$ cat src/rtl/reduced_fraction_arithmetic_top_assert.svh
// assertion macros for the reduced fraction arithmetic block
// used by reduced_fraction_arithmetic_top, no other dependencies
`ifndef REDUCED_FRACTION_ARITHMETIC_TOP_ASSERT_SVH
`define REDUCED_FRACTION_ARITHMETIC_TOP_ASSERT_SVH

// same-cycle implication, checked out of reset
`define RFA_ASSERT_NOW(lbl, clk, rst_n, ant, cons, msg) \
    lbl: assert property (@(posedge clk) disable iff (!rst_n) (ant) |-> (cons)) \
        else $error(msg);

// next-cycle implication, checked out of reset
`define RFA_ASSERT_NEXT(lbl, clk, rst_n, ant, cons, msg) \
    lbl: assert property (@(posedge clk) disable iff (!rst_n) (ant) |=> (cons)) \
        else $error(msg);

`endif

$ cat src/rtl/rfa_pkg.sv
// shared types, constants and helpers for the reduced fraction arithmetic block
// used by rfa_div and reduced_fraction_arithmetic_top
package rfa_pkg;

    localparam int FIELD_BITS   = 16;
    localparam int OPERAND_BITS = 16;
    localparam int RES_BITS     = 32;
    localparam int DIV_CNT_BITS = $clog2(RES_BITS);
    localparam int NUM_PROD     = 5;
    localparam int NUM_RES      = 8;
    localparam int PROD_IDX_BITS = $clog2(NUM_PROD);
    localparam int RES_IDX_BITS  = $clog2(NUM_RES);

    typedef logic signed [OPERAND_BITS-1:0] opnd_t;
    typedef logic signed [RES_BITS-1:0]     res_t;
    typedef logic [PROD_IDX_BITS-1:0]       prod_idx_t;
    typedef logic [1:0]                     pair_t;

    // partial products, in the order the multiplier produces them
    localparam prod_idx_t PROD_NA_DB = prod_idx_t'(0);
    localparam prod_idx_t PROD_NB_DA = prod_idx_t'(1);
    localparam prod_idx_t PROD_DA_DB = prod_idx_t'(2);
    localparam prod_idx_t PROD_NA_NB = prod_idx_t'(3);
    localparam prod_idx_t PROD_DA_NB = prod_idx_t'(4);

    // result pairs, in reduction order
    localparam pair_t PAIR_SUM  = 2'd0;
    localparam pair_t PAIR_DIFF = 2'd1;
    localparam pair_t PAIR_PROD = 2'd2;
    localparam pair_t PAIR_QUOT = 2'd3;

    typedef struct packed {
        logic start;
        res_t dividend;
        res_t divisor;
    } div_req_t;

    typedef struct packed {
        logic done;
        res_t quot;
        res_t rem;
    } div_rsp_t;

    // low operand bits, read as signed, most negative value pulled in by one
    function automatic opnd_t take_operand(logic [FIELD_BITS-1:0] raw);
        opnd_t v;
        v = opnd_t'(raw[OPERAND_BITS-1:0]);
        if (v == {1'b1, {(OPERAND_BITS-1){1'b0}}})
            v = {1'b1, {(OPERAND_BITS-2){1'b0}}, 1'b1};
        return v;
    endfunction

endpackage

$ cat src/rtl/rfa_div.sv
// shared iterative signed divider, truncating quotient and remainder as in C
// one quotient bit per cycle; depends on rfa_pkg
module rfa_div (
    input  logic             clk,
    input  logic             rst_n,
    input  rfa_pkg::div_req_t req,
    output rfa_pkg::div_rsp_t rsp
);

    typedef enum logic [1:0] {
        D_IDLE,
        D_RUN,
        D_FIX
    } div_state_t;

    div_state_t                        state_reg;
    logic [rfa_pkg::DIV_CNT_BITS-1:0]  cnt_reg;
    logic [rfa_pkg::RES_BITS-1:0]      rem_reg;
    logic [rfa_pkg::RES_BITS-1:0]      quo_reg;
    logic [rfa_pkg::RES_BITS-1:0]      dvs_reg;
    logic                              neg_q_reg;
    logic                              neg_r_reg;
    rfa_pkg::div_rsp_t                 rsp_reg;

    logic [rfa_pkg::RES_BITS-1:0]      rem_shift;
    logic [rfa_pkg::RES_BITS-1:0]      rem_sub;
    logic                              fits;

    // remainder stays below the divisor magnitude, so its top bit is always clear
    assign rem_shift = {rem_reg[rfa_pkg::RES_BITS-2:0], quo_reg[rfa_pkg::RES_BITS-1]};
    assign fits      = rem_shift >= dvs_reg;
    assign rem_sub   = rem_shift - dvs_reg;
    assign rsp       = rsp_reg;

    always_ff @(posedge clk or negedge rst_n)
    begin
        if (!rst_n)
        begin
            state_reg <= D_IDLE;
            cnt_reg   <= '0;
            rem_reg   <= '0;
            quo_reg   <= '0;
            dvs_reg   <= '0;
            neg_q_reg <= 1'b0;
            neg_r_reg <= 1'b0;
            rsp_reg   <= '0;
        end
        else
        begin
            rsp_reg.done <= 1'b0;
            case (state_reg)
                D_IDLE:
                begin
                    if (req.start)
                    begin
                        neg_r_reg <= req.dividend[rfa_pkg::RES_BITS-1];
                        neg_q_reg <= req.dividend[rfa_pkg::RES_BITS-1]
                                     ^ req.divisor[rfa_pkg::RES_BITS-1];
                        quo_reg   <= req.dividend[rfa_pkg::RES_BITS-1]
                                     ? (~req.dividend + 1'b1) : req.dividend;
                        dvs_reg   <= req.divisor[rfa_pkg::RES_BITS-1]
                                     ? (~req.divisor + 1'b1) : req.divisor;
                        rem_reg   <= '0;
                        cnt_reg   <= '1;
                        state_reg <= D_RUN;
                    end
                end
                D_RUN:
                begin
                    rem_reg <= fits ? rem_sub : rem_shift;
                    quo_reg <= {quo_reg[rfa_pkg::RES_BITS-2:0], fits};
                    cnt_reg <= cnt_reg - 1'b1;
                    if (cnt_reg == '0)
                        state_reg <= D_FIX;
                end
                D_FIX:
                begin
                    rsp_reg.quot <= neg_q_reg ? (~quo_reg + 1'b1) : quo_reg;
                    rsp_reg.rem  <= neg_r_reg ? (~rem_reg + 1'b1) : rem_reg;
                    rsp_reg.done <= 1'b1;
                    state_reg    <= D_IDLE;
                end
                default:
                    state_reg <= D_IDLE;
            endcase
        end
    end

endmodule

$ cat src/rtl/reduced_fraction_arithmetic_top.sv
// reduced fraction arithmetic: sum, difference, product, quotient of two fractions
// sequencer, shared multiplier and gcd loop; depends on rfa_pkg, rfa_div and
// reduced_fraction_arithmetic_top_assert.svh
//
// usage: drive num_a, den_a, num_b, den_b and raise start while busy is low;
// that edge is the input transfer. busy stays high until the result is ready.
// one cycle of done marks the result transfer on the result ports; the receiver
// cannot stall, so the result must be taken in that cycle.
// an item first forms its partial products on the shared multiplier, then runs
// divisions on the shared radix-2 divider (32 quotient bits, one per cycle,
// plus request, sign fix and hand-back). each of up to four pairs needs one
// division per euclid step (up to about 46) plus two to reduce, so the
// divider sets the time an item takes.
// a zero denominator skips the work: done follows in the cycle after the transfer.
// a new item may be started in the cycle done is high.
// reset clears the sequencer and results; the block is idle after reset.
`include "reduced_fraction_arithmetic_top_assert.svh"

module reduced_fraction_arithmetic_top (
    input  logic                                   clk,
    input  logic                                   rst_n,
    input  logic                                   start,
    output logic                                   busy,
    input  logic signed [rfa_pkg::FIELD_BITS-1:0]  num_a,
    input  logic signed [rfa_pkg::FIELD_BITS-1:0]  den_a,
    input  logic signed [rfa_pkg::FIELD_BITS-1:0]  num_b,
    input  logic signed [rfa_pkg::FIELD_BITS-1:0]  den_b,
    output logic                                   done,
    output logic signed [rfa_pkg::RES_BITS-1:0]    sum_num,
    output logic signed [rfa_pkg::RES_BITS-1:0]    sum_den,
    output logic signed [rfa_pkg::RES_BITS-1:0]    diff_num,
    output logic signed [rfa_pkg::RES_BITS-1:0]    diff_den,
    output logic signed [rfa_pkg::RES_BITS-1:0]    prod_num,
    output logic signed [rfa_pkg::RES_BITS-1:0]    prod_den,
    output logic signed [rfa_pkg::RES_BITS-1:0]    quot_num,
    output logic signed [rfa_pkg::RES_BITS-1:0]    quot_den,
    output logic                                   zero_den_error,
    output logic                                   quot_invalid
);

    typedef enum logic [2:0] {
        S_IDLE,
        S_MUL,
        S_LOAD,
        S_GCD,
        S_GCD_WAIT,
        S_DIVN_WAIT,
        S_DIVD_WAIT
    } state_t;

    state_t                 state_reg;
    logic                   done_reg;
    logic                   zero_den_reg;
    logic                   quot_inv_reg;
    rfa_pkg::opnd_t         na_reg;
    rfa_pkg::opnd_t         da_reg;
    rfa_pkg::opnd_t         nb_reg;
    rfa_pkg::opnd_t         db_reg;
    rfa_pkg::prod_idx_t     mul_idx_reg;
    rfa_pkg::pair_t         pair_reg;
    rfa_pkg::res_t          prod_reg [rfa_pkg::NUM_PROD];
    rfa_pkg::res_t          res_reg [rfa_pkg::NUM_RES];
    rfa_pkg::res_t          n_reg;
    rfa_pkg::res_t          d_reg;
    rfa_pkg::res_t          x_reg;
    rfa_pkg::res_t          y_reg;
    rfa_pkg::res_t          qn_reg;
    rfa_pkg::div_req_t      div_req_reg;
    rfa_pkg::div_rsp_t      div_rsp;

    rfa_pkg::opnd_t         na_in;
    rfa_pkg::opnd_t         da_in;
    rfa_pkg::opnd_t         nb_in;
    rfa_pkg::opnd_t         db_in;
    logic                   zero_den_in;
    rfa_pkg::opnd_t         mul_a;
    rfa_pkg::opnd_t         mul_b;
    logic signed [2*rfa_pkg::OPERAND_BITS-1:0] mul_p;
    rfa_pkg::res_t          pair_n;
    rfa_pkg::res_t          pair_d;
    logic                   last_pair;
    logic [rfa_pkg::RES_IDX_BITS-1:0] res_idx;

    rfa_div u_div (
        .clk   (clk),
        .rst_n (rst_n),
        .req   (div_req_reg),
        .rsp   (div_rsp)
    );

    always_comb
    begin
        na_in       = rfa_pkg::take_operand(num_a);
        da_in       = rfa_pkg::take_operand(den_a);
        nb_in       = rfa_pkg::take_operand(num_b);
        db_in       = rfa_pkg::take_operand(den_b);
        zero_den_in = (da_in == '0) || (db_in == '0);
    end

    // one shared multiplier, one partial product per cycle
    always_comb
    begin
        case (mul_idx_reg)
            rfa_pkg::PROD_NA_DB: begin mul_a = na_reg; mul_b = db_reg; end
            rfa_pkg::PROD_NB_DA: begin mul_a = nb_reg; mul_b = da_reg; end
            rfa_pkg::PROD_DA_DB: begin mul_a = da_reg; mul_b = db_reg; end
            rfa_pkg::PROD_NA_NB: begin mul_a = na_reg; mul_b = nb_reg; end
            rfa_pkg::PROD_DA_NB: begin mul_a = da_reg; mul_b = nb_reg; end
            default:             begin mul_a = na_reg; mul_b = nb_reg; end
        endcase
        mul_p = mul_a * mul_b;
    end

    // unreduced pair for the current result
    always_comb
    begin
        case (pair_reg)
            rfa_pkg::PAIR_SUM:
            begin
                pair_n = prod_reg[rfa_pkg::PROD_NA_DB] + prod_reg[rfa_pkg::PROD_NB_DA];
                pair_d = prod_reg[rfa_pkg::PROD_DA_DB];
            end
            rfa_pkg::PAIR_DIFF:
            begin
                pair_n = prod_reg[rfa_pkg::PROD_NA_DB] - prod_reg[rfa_pkg::PROD_NB_DA];
                pair_d = prod_reg[rfa_pkg::PROD_DA_DB];
            end
            rfa_pkg::PAIR_PROD:
            begin
                pair_n = prod_reg[rfa_pkg::PROD_NA_NB];
                pair_d = prod_reg[rfa_pkg::PROD_DA_DB];
            end
            default:
            begin
                pair_n = prod_reg[rfa_pkg::PROD_NA_DB];
                pair_d = prod_reg[rfa_pkg::PROD_DA_NB];
            end
        endcase
    end

    // quotient pair is skipped when the second numerator is zero
    assign last_pair = (pair_reg == rfa_pkg::PAIR_QUOT)
                       || ((pair_reg == rfa_pkg::PAIR_PROD) && quot_inv_reg);
    assign res_idx   = {pair_reg, 1'b0};

    always_ff @(posedge clk or negedge rst_n)
    begin
        if (!rst_n)
        begin
            state_reg    <= S_IDLE;
            done_reg     <= 1'b0;
            zero_den_reg <= 1'b0;
            quot_inv_reg <= 1'b0;
            na_reg       <= '0;
            da_reg       <= '0;
            nb_reg       <= '0;
            db_reg       <= '0;
            mul_idx_reg  <= '0;
            pair_reg     <= rfa_pkg::PAIR_SUM;
            n_reg        <= '0;
            d_reg        <= '0;
            x_reg        <= '0;
            y_reg        <= '0;
            qn_reg       <= '0;
            div_req_reg  <= '0;
            for (int i = 0; i < rfa_pkg::NUM_PROD; i++)
                prod_reg[i] <= '0;
            for (int i = 0; i < rfa_pkg::NUM_RES; i++)
                res_reg[i] <= '0;
        end
        else
        begin
            done_reg          <= 1'b0;
            div_req_reg.start <= 1'b0;
            case (state_reg)
                S_IDLE:
                begin
                    if (start)
                    begin
                        na_reg       <= na_in;
                        da_reg       <= da_in;
                        nb_reg       <= nb_in;
                        db_reg       <= db_in;
                        zero_den_reg <= zero_den_in;
                        quot_inv_reg <= !zero_den_in && (nb_in == '0);
                        mul_idx_reg  <= '0;
                        pair_reg     <= rfa_pkg::PAIR_SUM;
                        for (int i = 0; i < rfa_pkg::NUM_RES; i++)
                            res_reg[i] <= '0;
                        if (zero_den_in)
                            done_reg <= 1'b1;
                        else
                            state_reg <= S_MUL;
                    end
                end
                S_MUL:
                begin
                    prod_reg[mul_idx_reg] <= rfa_pkg::RES_BITS'(mul_p);
                    if (mul_idx_reg == rfa_pkg::prod_idx_t'(rfa_pkg::NUM_PROD - 1))
                        state_reg <= S_LOAD;
                    else
                        mul_idx_reg <= mul_idx_reg + 1'b1;
                end
                S_LOAD:
                begin
                    n_reg     <= pair_n;
                    d_reg     <= pair_d;
                    x_reg     <= pair_n;
                    y_reg     <= pair_d;
                    state_reg <= S_GCD;
                end
                S_GCD:
                begin
                    if (y_reg == '0)
                    begin
                        if (x_reg == '0)
                        begin
                            // no gcd: both parts come out zero
                            res_reg[res_idx]        <= '0;
                            res_reg[res_idx + 1'b1] <= '0;
                            if (last_pair)
                            begin
                                done_reg  <= 1'b1;
                                state_reg <= S_IDLE;
                            end
                            else
                            begin
                                pair_reg  <= pair_reg + 1'b1;
                                state_reg <= S_LOAD;
                            end
                        end
                        else
                        begin
                            div_req_reg.start    <= 1'b1;
                            div_req_reg.dividend <= n_reg;
                            div_req_reg.divisor  <= x_reg;
                            state_reg            <= S_DIVN_WAIT;
                        end
                    end
                    else
                    begin
                        div_req_reg.start    <= 1'b1;
                        div_req_reg.dividend <= x_reg;
                        div_req_reg.divisor  <= y_reg;
                        state_reg            <= S_GCD_WAIT;
                    end
                end
                S_GCD_WAIT:
                begin
                    if (div_rsp.done)
                    begin
                        x_reg     <= y_reg;
                        y_reg     <= div_rsp.rem;
                        state_reg <= S_GCD;
                    end
                end
                S_DIVN_WAIT:
                begin
                    if (div_rsp.done)
                    begin
                        qn_reg               <= div_rsp.quot;
                        div_req_reg.start    <= 1'b1;
                        div_req_reg.dividend <= d_reg;
                        div_req_reg.divisor  <= x_reg;
                        state_reg            <= S_DIVD_WAIT;
                    end
                end
                S_DIVD_WAIT:
                begin
                    if (div_rsp.done)
                    begin
                        res_reg[res_idx]        <= qn_reg;
                        res_reg[res_idx + 1'b1] <= div_rsp.quot;
                        if (last_pair)
                        begin
                            done_reg  <= 1'b1;
                            state_reg <= S_IDLE;
                        end
                        else
                        begin
                            pair_reg  <= pair_reg + 1'b1;
                            state_reg <= S_LOAD;
                        end
                    end
                end
                default:
                    state_reg <= S_IDLE;
            endcase
        end
    end

    assign busy           = (state_reg != S_IDLE);
    assign done           = done_reg;
    assign sum_num        = res_reg[0];
    assign sum_den        = res_reg[1];
    assign diff_num       = res_reg[2];
    assign diff_den       = res_reg[3];
    assign prod_num       = res_reg[4];
    assign prod_den       = res_reg[5];
    assign quot_num       = res_reg[6];
    assign quot_den       = res_reg[7];
    assign zero_den_error = zero_den_reg;
    assign quot_invalid   = quot_inv_reg;

    `RFA_ASSERT_NOW(a_done_idle, clk, rst_n, done, !busy,
        "result strobe while sequencer busy")
    `RFA_ASSERT_NEXT(a_zero_den_fast, clk, rst_n,
        start && !busy && (den_a[rfa_pkg::OPERAND_BITS-1:0] == '0), done && zero_den_error,
        "zero denominator did not finish in one cycle")
    `RFA_ASSERT_NOW(a_zero_den_clear, clk, rst_n, done && zero_den_error,
        sum_num == '0 && sum_den == '0 && prod_den == '0 && quot_den == '0 && !quot_invalid,
        "zero denominator result not cleared")
    `RFA_ASSERT_NOW(a_quot_inv_clear, clk, rst_n, done && quot_invalid,
        quot_num == '0 && quot_den == '0 && !zero_den_error,
        "invalid quotient not zeroed")

endmodule
$ cat config.mk
export PLATFORM = sky130hd
export DESIGN_NAME = reduced_fraction_arithmetic_top
export DESIGN_NICKNAME = d
export VERILOG_FILES = /design/src/rtl/rfa_pkg.sv /design/src/rtl/rfa_div.sv /design/src/rtl/reduced_fraction_arithmetic_top.sv
export VERILOG_INCLUDE_DIRS = /design/src /design/src/rtl
export SDC_FILE = /design/constraint.sdc
export NUM_CORES = 2
export LEC_CHECK = 0
export BUFFER_PORTS_ARGS = -buffer_cell sky130_fd_sc_hd__buf_4
export CAP_MARGIN = 20
export CORE_ASPECT_RATIO = 0.5
export CORE_MARGIN = 5
export CORE_UTILIZATION = 45
export DETAILED_ROUTE_END_ITERATION = 8
export SYNTH_ARGS = -nofsm -noshare
export SYNTH_HDL_FRONTEND = slang
export SYNTH_SLANG_ARGS = --single-unit
$ cat constraint.sdc
create_clock -name clk -period 11 [get_ports clk]
set_input_delay 1.65 -clock clk [delete_from_list [all_inputs] [get_ports clk]]
set_output_delay 1.65 -clock clk [all_outputs]
set_load 0.02 [all_outputs]
==> reports/results.tsv <==
stage	metric	value	unit
run_status	outcome	completed	
grt	gr usage total	24.9	%
cts	clock root cell	clkbuf_16	
worst_setup_path	worst path required time	11540	ps
route	DRC	0	
logic_synthesis	Post-synth top cells	dfrtp_1 (886), nand2_1 (643), inv_1 (404), nor2_1 (357), a22o_1 (284)	
grt	vias in the first global route	39500	
die	Starting Density	45.3	%
logic_synthesis	Cell Area, Synth	51100	µm²
sta	Final Critical Period	9060	ps
sta	Clock Skew	55.4	ps
sta	setup_tns	0	ps
logic_synthesis	Syn Inst Count	5055	
die	Ports	327	
cts	Worst-path clk slew	60	ps
worst_setup_path	CP Max Fanout	24	
final_layout	fillcell total	10200	
place	hpwl dp	109	mm
worst_setup_path	slowest cell on the critical path	a221oi_1	
grt	first-pass GRT wire length	236	mm
logic_synthesis	sequential fraction of the synthesis area	43.4	%
cts	Post-CTS Setup Inserts	0	
logic_synthesis	syn_nets	5546	
final_layout	nets	5762	
cts	TritonCTS Buffers	85	
worst_setup_path	FF-to-FF path depth	29	
route	Via-to-Cell Ratio	5.72	
worst_setup_path	startpoint types	flip-flop	
hold_path	startpoint of the worst hold path	n_reg[9]$_DFFE_PN0N_	
die	core area	113000	µm²
sta	Slew @ Worst Pin	1160	ps
route	drt first-iter violations	3285	
grt	total grt overflow	0	
final_layout	max FFs per register	160	
worst_setup_path	Critical R2R Launch	mul_idx_reg[0]$_DFFE_PN0P_	
cts	Worst-Skew Late Latency	700	ps
route	WL final	151	mm
final_layout	multi-input logic area	26500	µm²
logic_synthesis	synth unique cells	72	
route	vias	39200	
grt	pin count of the biggest net entering global routing	174	
worst_setup_path	Critical Path Most Common Cell	fa_1	
cts	CTS HTree Levels	3	
cts	CTS tree	built	
grt	initial antenna violation count	1	
worst_setup_path	Reg2Reg Setup Slack	1940	ps
sta	Slew Limit Headroom	22.7	%
sta	Setup Viol. Count Final	0	
place	gpl congestion	0.910	
place	port bufs	326	
logic_synthesis	Synth area leaders	dfrtp_1 (43%), fa_1 (10%), a22o_1 (4.9%)	
die	die area	121000	µm²
die	Die Width	487	µm
route	drt wl/cell	22.1	µm
route	Final ANT Viol Nets	0	
cts	cts hold-fix bufs	0	
logic_synthesis	Synth area leader	dfrtp_1	
hold_path	Cells on Worst Hold Path	2	
logic_synthesis	ys flop type	dfrtp_1	
final_layout	Finished Cell Area	58300	µm²
final_layout	Reg area	22200	µm²
hold_path	Worst Hold End	n_reg[9]$_DFFE_PN0N_	
logic_synthesis	XOR/XNOR share of the synthesized area	4.18	%
sta	final hold violations	0	
sta	FMAX	0.110	GHz
cts	CTS max path bufs	3	
worst_setup_path	reg-to-reg endpoint	prod_reg[124]$_DFFE_PN0P_	
sta	RSZ-0062 raised after global routing	no	
die	row count	87	
logic_synthesis	Yosys reg bits	886	
final_layout	layout cells sized above 1	13.7	%
die	Die Y	248	µm
logic_synthesis	Synth Area in Simple Gates	11.2	%
logic_synthesis	Synth Area in Compound Gates	17.3	%
final_layout	Area growth syn-to-layout	14.1	%
worst_setup_path	CP peak stage delay	950	ps
logic_synthesis	most frequent cell after synthesis	dfrtp_1	
run	max cap viols	0	
worst_setup_path	crit path kind	reg -> reg	
logic_synthesis	Synth top area share	43.4	%
worst_setup_path	Critical Path AT	9590	ps
cts	PostCTS Resize Cnt	0	
final_layout	ANT cells	0	
logic_synthesis	syn avg cell area	10.1	µm²
logic_synthesis	multiplexer share of the synthesized area	4.63	%
cts	clk sinks	886	
route	DRT Pass-1 Iters	6	
logic_synthesis	largest family of logic cells by synthesized area	compound AO/OA/AOI/OAI gates	
place	Post-DP Area	55200	µm²
sta	Final period util	82.3	%
sta	Slew Viols, Final	0	
logic_synthesis	Post-Synth Adder-Cell Area	14.3	%
worst_setup_path	Setup crit end kind	flip-flop	
logic_synthesis	yosys warns	0	
logic_synthesis	Async SR Flop Fraction	100	%
logic_synthesis	EDFF count, synth	0	
hold_path	HP Class	reg -> reg	
routing by layer:
metal | vias up | share of wire (%) | global-route usage, %
met1 | 19700 | 45 | 35.3
met4 | 0 | 3.6 | 8.39
li1 | 18000 | - | -
met2 | 1274 | 45 | 39.8
met3 | 256 | 5.9 | 3.43
met5 | - | 0 | 0
worst max-delay path: cells and delay by family, from the launching register on:
family / cells / cell delay (ps)
DFF: 1 / 430
buffers and inverters: 6 / 600
adders and majority gates: 8 / 3580
xor gates and xnor gates: 1 / 350
AOI/OAI and AO/OA: 8 / 2500
and+or+nand+nor: 6 / 1470
per-stage QoR:
stage | util (%) | hold slack [ps] | std cells | setup WS [ps]
2_1_floorplan | - | 437 | 5055 | 3010
3_3_place_gp | 49.0 | 451 | 6695 | 2100
3_5_place_dp | 49.0 | 464 | 6695 | 1890
4_1_cts | 51.7 | 480 | 6852 | 1880
5_1_grt | 51.7 | 499 | 6854 | 1310
6_report | 51.7 | 479 | 6854 | 1940
final cells by class:
cell class | count | share of cell area [%]
Sequential cell | 886 | 38.0
Timing Repair Buffer | 407 | 5.39
Clock inverter | 39 | 1.04
Inverter | 409 | 2.63
Tap cell | 1513 | 3.25
Clock buffer | 118 | 4.17
Multi-Input combinational cell | 3482 | 45.5
layout by cell type (no fill, tap or decap), types with 127 or more instances in the layout:
| master | instances |
|---|---|
| dfrtp_1 | 886 |
| ha_1 | 159 |
| fa_1 | 264 |
| o21ai_0 | 137 |
| xor2_1 | 127 |
| a21oi_1 | 203 |
| nor2_1 | 352 |
| buf_4 | 401 |
| nand2_1 | 640 |
| mux2_2 | 133 |
| a22o_1 | 284 |
| inv_1 | 404 |
| o21ai_1 | 209 |
logic make-up (layout without fill, tap and decap cells):
kind of cell	Yosys count	in the layout
and+or+nand+nor	1315	1315
AOI/OAI and AO/OA	1283	1283
DFF	886	886
buffers and inverters	687	973
adders and majority gates	424	424
xor gates and xnor gates	244	244
muxes	216	216
worst max path at each step:
| stage | from | endpoint | slack [ps] |
|---|---|---|---|
| floorplan | mul_idx_reg[0]$_DFFE_PN0P_ | prod_reg[115]$_DFFE_PN0P_ | 3010 |
| CTS | mul_idx_reg[0]$_DFFE_PN0P_ | prod_reg[158]$_DFFE_PN0P_ | 1880 |
| global route | mul_idx_reg[0]$_DFFE_PN0P_ | prod_reg[28]$_DFFE_PN0P_ | 1310 |
| detailed placement | mul_idx_reg[0]$_DFFE_PN0P_ | prod_reg[158]$_DFFE_PN0P_ | 1890 |
| global placement | mul_idx_reg[0]$_DFFE_PN0P_ | prod_reg[92]$_DFFE_PN0P_ | 2100 |
| finish | mul_idx_reg[0]$_DFFE_PN0P_ | prod_reg[124]$_DFFE_PN0P_ | 1940 |
Power is left out: the tool's default activity adds up to more than one toggle a clock period on the data nets, which glitch-free logic cannot reach.
